[src/hdl/cbl_pkg.sv]
// Shared types and codes for the byte-bus CSMA/CD media access controller.
package cbl_pkg;

  localparam int unsigned RESET_COLLISION_BITS = 15;
  localparam int unsigned RESET_CARRIER_BITS   = 20;

  typedef enum logic [1:0] {
    CMD_TICK = 2'd0,
    CMD_RX   = 2'd1,
    CMD_PKT  = 2'd2
  } cmd_t;

  typedef enum logic [2:0] {
    MODE_IDLE = 3'd0,
    MODE_RX   = 3'd1,
    MODE_TX   = 3'd2,
    MODE_COLL = 3'd3,
    MODE_CDB  = 3'd4
  } mode_t;

  typedef enum logic [2:0] {
    ST_NONE     = 3'd0,
    ST_ACCEPTED = 3'd1,
    ST_CD_BACK  = 3'd2,
    ST_PRIO     = 3'd3,
    ST_BUSY     = 3'd4,
    ST_DONE     = 3'd5,
    ST_COLL     = 3'd6,
    ST_QFULL    = 3'd7
  } status_t;

  typedef enum logic {
    REG_COLLISION_BITS = 1'b0,
    REG_CARRIER_BITS   = 1'b1
  } reg_index_t;

  typedef struct packed {
    logic [1:0] cmd;
    logic [7:0] byte_value;
    logic       first_byte;
    logic       last_byte;
    logic [7:0] prio_delay;
    logic       line_busy;
  } in_item_t;

  typedef struct packed {
    logic [2:0]  status;
    logic        tx_valid;
    logic [7:0]  tx_byte;
    logic        rx_valid;
    logic [7:0]  rx_byte;
    logic        break_drive;
    logic [2:0]  mac_mode;
    logic [15:0] collision_total;
  } out_item_t;

  typedef struct packed {
    logic       push;
    logic       pop;
    logic       flush;
    logic [7:0] wdata;
  } queue_ctl_t;

  typedef struct packed {
    logic       empty;
    logic       full;
    logic [7:0] head_data;
  } queue_stat_t;

endpackage

[src/hdl/cbl_queue.sv]
// Send queue: circular buffer memory with prefetched head byte.
module cbl_queue #(
  parameter int unsigned QUEUE_DEPTH = 256
) (
  input  logic                clk,
  input  logic                rst_n,
  input  cbl_pkg::queue_ctl_t ctl,
  output cbl_pkg::queue_stat_t stat
);
  import cbl_pkg::*;

  localparam int unsigned AW = $clog2(QUEUE_DEPTH);
  localparam int unsigned CW = $clog2(QUEUE_DEPTH + 1);

  logic [7:0]    mem [QUEUE_DEPTH];
  logic [AW-1:0] head_r, head_nxt;
  logic [AW-1:0] tail_r, tail_nxt;
  logic [CW-1:0] count_r, count_nxt;
  logic [7:0]    rd_r;

  always_comb begin
    head_nxt  = head_r;
    tail_nxt  = tail_r;
    count_nxt = count_r;
    if (ctl.flush) begin
      head_nxt  = '0;
      tail_nxt  = '0;
      count_nxt = '0;
    end else if (ctl.pop) begin
      head_nxt  = (head_r == AW'(QUEUE_DEPTH - 1)) ? '0 : head_r + AW'(1);
      count_nxt = count_r - CW'(1);
    end else if (ctl.push) begin
      tail_nxt  = (tail_r == AW'(QUEUE_DEPTH - 1)) ? '0 : tail_r + AW'(1);
      count_nxt = count_r + CW'(1);
    end
  end

  always_ff @(posedge clk) begin
    if (!rst_n) begin
      head_r  <= '0;
      tail_r  <= '0;
      count_r <= '0;
    end else begin
      head_r  <= head_nxt;
      tail_r  <= tail_nxt;
      count_r <= count_nxt;
    end
  end

  // forward a write that lands on the next head address
  always_ff @(posedge clk) begin
    if (ctl.push && !ctl.flush) begin
      mem[tail_r] <= ctl.wdata;
    end
    if (ctl.push && !ctl.flush && (tail_r == head_nxt)) begin
      rd_r <= ctl.wdata;
    end else begin
      rd_r <= mem[head_nxt];
    end
  end

  assign stat.empty     = (count_r == '0);
  assign stat.full      = (count_r == CW'(QUEUE_DEPTH));
  assign stat.head_data = rd_r;

endmodule

[src/hdl/cbl_core.sv]
// Mode sequencer, timers, admission, echo check; one transaction per step cycle.
module cbl_core (
  input  logic                 clk,
  input  logic                 rst_n,
  input  logic                 step,
  input  cbl_pkg::in_item_t    item,
  input  logic                 cfg_we,
  input  logic                 cfg_index,
  input  logic [7:0]           cfg_wdata,
  input  cbl_pkg::queue_stat_t qstat,
  output cbl_pkg::queue_ctl_t  qctl,
  output cbl_pkg::out_item_t   result
);
  import cbl_pkg::*;

  mode_t       mode_r, mode_nxt;
  logic [7:0]  timer_r, timer_nxt;
  logic        await_r, await_nxt;
  logic [7:0]  last_sent_r, last_sent_nxt;
  logic        open_r, open_nxt;
  logic [15:0] coll_cnt_r, coll_cnt_nxt;
  logic [7:0]  collision_bits_r;
  logic [7:0]  carrier_bits_r;

  queue_ctl_t  qc;
  status_t     st;
  logic        coll;
  logic        take;
  logic [7:0]  timer_dec;
  logic [7:0]  elapsed;

  always_comb begin
    mode_nxt      = mode_r;
    timer_nxt     = timer_r;
    await_nxt     = await_r;
    last_sent_nxt = last_sent_r;
    open_nxt      = open_r;
    coll_cnt_nxt  = coll_cnt_r;
    qc            = '0;
    qc.wdata      = item.byte_value;
    st            = ST_NONE;
    coll          = 1'b0;
    take          = 1'b0;
    result        = '0;
    timer_dec     = (timer_r != 8'd0) ? timer_r - 8'd1 : 8'd0;
    elapsed       = (timer_r > carrier_bits_r) ? 8'd0 : carrier_bits_r - timer_r;

    case (item.cmd)
      CMD_TICK: begin
        case (mode_r)
          MODE_RX: begin
            if (!item.line_busy) begin
              mode_nxt  = MODE_CDB;
              timer_nxt = carrier_bits_r;
            end
          end
          MODE_CDB: begin
            timer_nxt = timer_dec;
            if (timer_dec == 8'd0) begin
              mode_nxt = MODE_IDLE;
            end
          end
          MODE_COLL: begin
            timer_nxt = timer_dec;
            if (timer_dec == 8'd0) begin
              mode_nxt  = MODE_CDB;
              timer_nxt = carrier_bits_r;
            end
          end
          MODE_IDLE: begin
            if (!qstat.empty && !open_r) begin
              if (item.line_busy) begin
                coll = 1'b1;
              end else begin
                mode_nxt        = MODE_TX;
                qc.pop          = 1'b1;
                last_sent_nxt   = qstat.head_data;
                await_nxt       = 1'b1;
                result.tx_valid = 1'b1;
                result.tx_byte  = qstat.head_data;
              end
            end
          end
          default: begin
          end
        endcase
      end
      CMD_RX: begin
        if (mode_r == MODE_TX && await_r) begin
          await_nxt = 1'b0;
          if (item.byte_value != last_sent_r) begin
            coll = 1'b1;
          end else if (!qstat.empty) begin
            qc.pop          = 1'b1;
            last_sent_nxt   = qstat.head_data;
            await_nxt       = 1'b1;
            result.tx_valid = 1'b1;
            result.tx_byte  = qstat.head_data;
          end else begin
            mode_nxt  = MODE_CDB;
            timer_nxt = carrier_bits_r;
            st        = ST_DONE;
          end
        end else begin
          await_nxt       = 1'b0;
          mode_nxt        = MODE_RX;
          result.rx_valid = 1'b1;
          result.rx_byte  = item.byte_value;
        end
      end
      CMD_PKT: begin
        if (item.first_byte) begin
          if (mode_r == MODE_CDB) begin
            if (elapsed >= item.prio_delay) begin
              mode_nxt = MODE_IDLE;
              take     = 1'b1;
            end else begin
              st = (timer_r != 8'd0) ? ST_CD_BACK : ST_PRIO;
            end
          end else if (mode_r == MODE_IDLE) begin
            take = 1'b1;
          end else begin
            st = ST_BUSY;
          end
          if (take) begin
            open_nxt = 1'b1;
          end
        end else if (open_r) begin
          if (mode_r == MODE_IDLE || mode_r == MODE_TX) begin
            take = 1'b1;
          end else begin
            qc.flush = 1'b1;
            open_nxt = 1'b0;
            st       = ST_BUSY;
          end
        end
        if (take) begin
          if (qstat.full) begin
            st = ST_QFULL;
          end else begin
            qc.push = 1'b1;
            st      = ST_ACCEPTED;
          end
          if (item.last_byte) begin
            open_nxt = 1'b0;
          end
        end
      end
      default: begin
      end
    endcase

    if (coll) begin
      qc.flush     = 1'b1;
      await_nxt    = 1'b0;
      open_nxt     = 1'b0;
      mode_nxt     = MODE_COLL;
      timer_nxt    = collision_bits_r;
      coll_cnt_nxt = coll_cnt_r + 16'd1;
      st           = ST_COLL;
    end

    result.status          = st;
    result.break_drive     = (mode_nxt == MODE_COLL);
    result.mac_mode        = mode_nxt;
    result.collision_total = coll_cnt_nxt;
  end

  assign qctl = step ? qc : '0;

  always_ff @(posedge clk) begin
    if (!rst_n) begin
      mode_r      <= MODE_IDLE;
      timer_r     <= '0;
      await_r     <= 1'b0;
      last_sent_r <= '0;
      open_r      <= 1'b0;
      coll_cnt_r  <= '0;
    end else if (step) begin
      mode_r      <= mode_nxt;
      timer_r     <= timer_nxt;
      await_r     <= await_nxt;
      last_sent_r <= last_sent_nxt;
      open_r      <= open_nxt;
      coll_cnt_r  <= coll_cnt_nxt;
    end
  end

  always_ff @(posedge clk) begin
    if (!rst_n) begin
      collision_bits_r <= 8'(RESET_COLLISION_BITS);
      carrier_bits_r   <= 8'(RESET_CARRIER_BITS);
    end else if (cfg_we) begin
      case (reg_index_t'(cfg_index))
        REG_COLLISION_BITS: collision_bits_r <= cfg_wdata;
        REG_CARRIER_BITS:   carrier_bits_r   <= cfg_wdata;
        default: begin
        end
      endcase
    end
  end

endmodule

[src/hdl/csma_cd_byte_link_mac.sv]
// Top level of the byte-bus CSMA/CD media access controller.
// One transaction (bit tick, received byte or packet byte) is taken every clock
// cycle while in_stall is low and produces exactly one result transaction: the
// input register feeds the mode sequencer, and its result lands in the output
// register, which lets the next input be taken while a result waits on
// out_stall. The send queue is a QUEUE_DEPTH-entry memory whose head byte is
// prefetched into a register, so a pop never waits on a memory read. Reset
// clears pointers, counters and sequencer state, reloads the timing registers;
// queue contents are unknown until written and no clearing pass runs.
module csma_cd_byte_link_mac #(
  parameter int unsigned QUEUE_DEPTH = 256
) (
  input  logic               clk,
  input  logic               rst_n,
  input  logic               in_valid,
  output logic               in_stall,
  input  cbl_pkg::in_item_t  in_data,
  output logic               out_valid,
  input  logic               out_stall,
  output cbl_pkg::out_item_t out_data,
  input  logic               cfg_we,
  input  logic               cfg_index,
  input  logic [7:0]         cfg_wdata
);
  import cbl_pkg::*;

  logic        in_valid_r;
  in_item_t    in_item_r;
  logic        out_valid_r;
  out_item_t   out_item_r;
  logic        adv;
  queue_ctl_t  qctl;
  queue_stat_t qstat;
  out_item_t   result;

  assign adv      = in_valid_r && (!out_valid_r || !out_stall);
  assign in_stall = in_valid_r && !adv;

  always_ff @(posedge clk) begin
    if (!rst_n) begin
      in_valid_r <= 1'b0;
    end else if (!in_stall) begin
      in_valid_r <= in_valid;
    end
  end

  always_ff @(posedge clk) begin
    if (!in_stall) begin
      in_item_r <= in_data;
    end
  end

  always_ff @(posedge clk) begin
    if (!rst_n) begin
      out_valid_r <= 1'b0;
    end else if (adv) begin
      out_valid_r <= 1'b1;
    end else if (!out_stall) begin
      out_valid_r <= 1'b0;
    end
  end

  always_ff @(posedge clk) begin
    if (adv) begin
      out_item_r <= result;
    end
  end

  cbl_core u_core (
    .clk       (clk),
    .rst_n     (rst_n),
    .step      (adv),
    .item      (in_item_r),
    .cfg_we    (cfg_we),
    .cfg_index (cfg_index),
    .cfg_wdata (cfg_wdata),
    .qstat     (qstat),
    .qctl      (qctl),
    .result    (result)
  );

  cbl_queue #(
    .QUEUE_DEPTH (QUEUE_DEPTH)
  ) u_queue (
    .clk   (clk),
    .rst_n (rst_n),
    .ctl   (qctl),
    .stat  (qstat)
  );

  assign out_valid = out_valid_r;
  assign out_data  = out_item_r;

endmodule

[config.mk]
export PLATFORM = sky130hd
export DESIGN_NAME = csma_cd_byte_link_mac
export DESIGN_NICKNAME = d
export VERILOG_FILES = /design/src/hdl/cbl_pkg.sv /design/src/hdl/cbl_queue.sv /design/src/hdl/cbl_core.sv /design/src/hdl/csma_cd_byte_link_mac.sv
export SDC_FILE = /design/constraint.sdc
export NUM_CORES = 2
export LEC_CHECK = 0
export ABC_AREA = 1
export ABC_CLOCK_PERIOD_IN_PS = 7400
export BUFFER_PORTS_ARGS = -buffer_cell sky130_fd_sc_hd__buf_2
export CORE_MARGIN = 2
export CORE_UTILIZATION = 45
export CTS_CLUSTER_SIZE = 25
export DETAILED_ROUTE_END_ITERATION = 8
export PLACE_DENSITY = 0.59
export SYNTH_ARGS = -nofsm -noshare
export SYNTH_HDL_FRONTEND = slang
export SYNTH_HIERARCHICAL = 1
export SYNTH_SLANG_ARGS = --single-unit
export TNS_END_PERCENT = 100
[constraint.sdc]
create_clock -name clk -period 7.4 [get_ports clk]
set_input_delay 1.48 -clock clk [delete_from_list [all_inputs] [get_ports clk]]
set_output_delay 1.48 -clock clk [all_outputs]
set_load 0.05 [all_outputs]
==> impl_metrics.toml <==
[cts]
numCtsBuffers = 217
cts_sinks = 2198
post_cts_buffers = 0
tritoncts = "yes"
cts_root_buf = "clkbuf_16"
clkLatencyLatePin_ps = 870
post_cts_resized = 0
clk_path_buf_depth = 3
cts-htree-levels = 4
cts.clk_slew.worst_paths_ps = 60
cts-hold-fix-buffers = 0

[pwr]
total_power_mw = 25.5
power_density_nw_per_um2 = 254
leakage_nw = 35.0
irDropWorstVdd_v = 0.000243

[critical_path]
start_kind = "flip-flop"
endpoint_kind = "flip-flop"
crit_type = "flip-flop to flip-flop"
r2r-start = "u_core/timer_r[2]"
slowest_delay_ps = 860
critPathTopFamily = "simple AND/OR/NAND/NOR gates"
worstPathArrival_ps = 7140
crit_top_cell = "nand2_1"
cpMaxStageDelayCell = "nor2_1"
r2r-end = "u_queue/mem[158][3]"
cp.required_ps = 7860
rrSetupSlack_ps = 720
path_buf_inv = 6
crit_fanout = 16
r2r.worst_path.cells = 28

[global_route]
grt_pass1_vias = 58500
overflow = 0
grt_max_degree = 224
antenna_found_initial = 6
grtUsageTotal = 0.243
grt_pass1_wl_um = 376000

[layout]
drive_gt1_frac = 0.0662
instances_no_fill = 10700
utilization = 0.498
fin_nets = 7939
fill_cells = 17900
area_delta_synth_final_pct = 10.1
final_cell_area_um2 = 101000

[place]
gp_routability_congestion = 0.910
dp.cells = 10300
post-dp-hpwl_um = 147000
place_area_um2 = 93400
numPortBuffers = 77
pre_cts_slack_ps = 644

[die]
die_width_um = 454
die_area_um2 = 206000
start_util = 0.452
fp-row-count = 165
core_area_um2 = 202000
ios = 78
die_h_um = 454

[logic_synthesis]
synth_top_cell_area_share = 0.694
syn-instance-count = 8000
synth_warnings = 6
synth.ff_latch_count = 2198
syn_area_um2 = 91300
synth_area_leaders = "edfxtp_1 69%, nand3_1 11%, nand2_1 9.5%"
synthesis.nets = 8071
yosysUniqueCellTypes = 53
yosysTopAreaCell = "edfxtp_1"
ys_seq_area_frac = 0.714
syn_avg_cell_area_um2 = 11.4

[timing]
worst_slack_ps = 722
setup_violations = 0
period_minus_slack_ps = 6680
slew_headroom = 0.133
max_slew.worst_pin.slew_ps = 1300
hold_violations = 0
skew_ps = 39.8
slew_violations = 0
period_share = 0.902
setup_tns_ps = 0
fin_hold_ws_ps = 457
grt_setup_unrepaired = "no"
max_freq_mhz = 150

[hold_path]
hold-path-cell-count = 2
hold_class = "flip-flop to flip-flop"
worstHoldStart = "u_core/collision_bits_r[4]"
holdPathEnd = "u_core/collision_bits_r[4]"

[drt]
wirelength_um = 255000
num_vias = 61200
drtAntennaViolNets = 0
drt-pass1-iter-count = 8
drtIter0Drc = 7650
viasPerCell = 5.71
drc_errors = 0
wl_per_cell_um = 23.7

[status]
status = "finished clean"

[run]
maxCapViolations = 0
==> state kept, by name, indices dropped and copies added (netlist names), named ones only <==
name / cells
u_core/coll_cnt_r: 16
out_valid: 1
out_data: 41
u_core/mode_r: 3
u_core/carrier_bits_r: 8
u_queue/mem: 2048
in_valid_r: 1
u_queue/head_r: 8
u_core/open_r: 1
u_queue/tail_r: 8
u_core/last_sent_r: 8
in_item_r: 21
u_core/collision_bits_r: 8
u_core/await_r: 1
u_core/timer_r: 8
u_queue/count_r: 9
==> how the worst max path moves through the flow <==
stage	endpoint	from	cells after the start
floorplan	u_queue/mem[0][0]	out_stall	5
global placement	u_queue/mem[158][7]	u_core/timer_r[2]	28
detailed placement	u_queue/mem[158][3]	u_core/timer_r[2]	28
CTS	u_queue/mem[158][2]	u_core/timer_r[2]	28
global route	u_queue/mem[193][0]	u_core/timer_r[2]	28
finish	u_queue/mem[158][3]	u_core/timer_r[2]	28
==> cells by family after synthesis <==
kind of cell    synth area share
fa+ha+maj                0.00510
simple gates               0.230
buf+inv                   0.0374
flops                      0.714
xor+xnor                 0.00240
compound gates            0.0115
==> report_power, final <==
| group | internal, mW | total, mW | switching [mW] |
|---|---|---|---|
| sequential | 13.6 | 13.7 | 0.0269 |
| combinational | 0.190 | 0.849 | 0.659 |
| clock | 6.30 | 11.0 | 4.71 |
==> layout make-up <==
cell class                      count  area, µm²  area share
Clock inverter                    136       1320      0.0131
Antenna cell                        3       7.51   0.0000747
Inverter                          207        856     0.00851
Sequential cell                  2198      65100       0.648
Tap cell                         2672       3340      0.0333
Timing Repair Buffer              157       1290      0.0128
Clock buffer                      272       5810      0.0578
Multi-Input combinational cell   5087      22700       0.226
==> Yosys cell counts (all sizes together) <==
master / n
nand2: 2321
edfxtp: 2110
nand3: 2077
buf: 378
nor2: 377
inv: 201
clkbuf: 130
a21oi: 93
dfxtp: 88
o21ai: 80
ha: 34
nand4: 19
xor2: 19
nor3: 18
nor4: 7
o211ai: 7
or2: 6
xnor2: 6
clkinv: 5
a211oi: 4
a21o: 3
a21boi: 2
a31oi: 2
fa: 2
nor3b: 2
a2111oi: 1
a221oi: 1
a22oi: 1
and3: 1
bufinv: 1
nand3b: 1
o31ai: 1
o32ai: 1
or4: 1
==> per-layer routing <==
metal | vias to the layer above | GRT usage | part of all wire | routed length, µm
li1 | 27900 | - | - | -
met1 | 30000 | 0.343 | 0.42 | 106000
met2 | 2909 | 0.385 | 0.46 | 118000
met3 | 445 | 0.0400 | 0.087 | 22200
met4 | 2 | 0.0810 | 0.032 | 8200
met5 | - | 0 | 0.000051 | 13
==> tightest hold or removal path: cells and delay by family, from the launching register on <==
| family | cells | cell delay (ps) |
|---|---|---|
| DFF | 1 | 300 |
| AOI/OAI and AO/OA | 1 | 50 |
| buffers and inverters | 1 | 60 |
==> cells in the final DEF, fill, tap and decap left out, drive strengths merged, types with 18 or more instances in the layout <==
cell	instances
nand2	2321
edfxtp	2110
nand3	2077
nor2	377
clkbuf	272
inv	199
buf	157
clkinv	106
a21oi	93
dfxtp	88
o21ai	80
ha	34
bufinv	22
nand4	19
xor2	19
nor3	18
(Power assumes the default switching activity.)
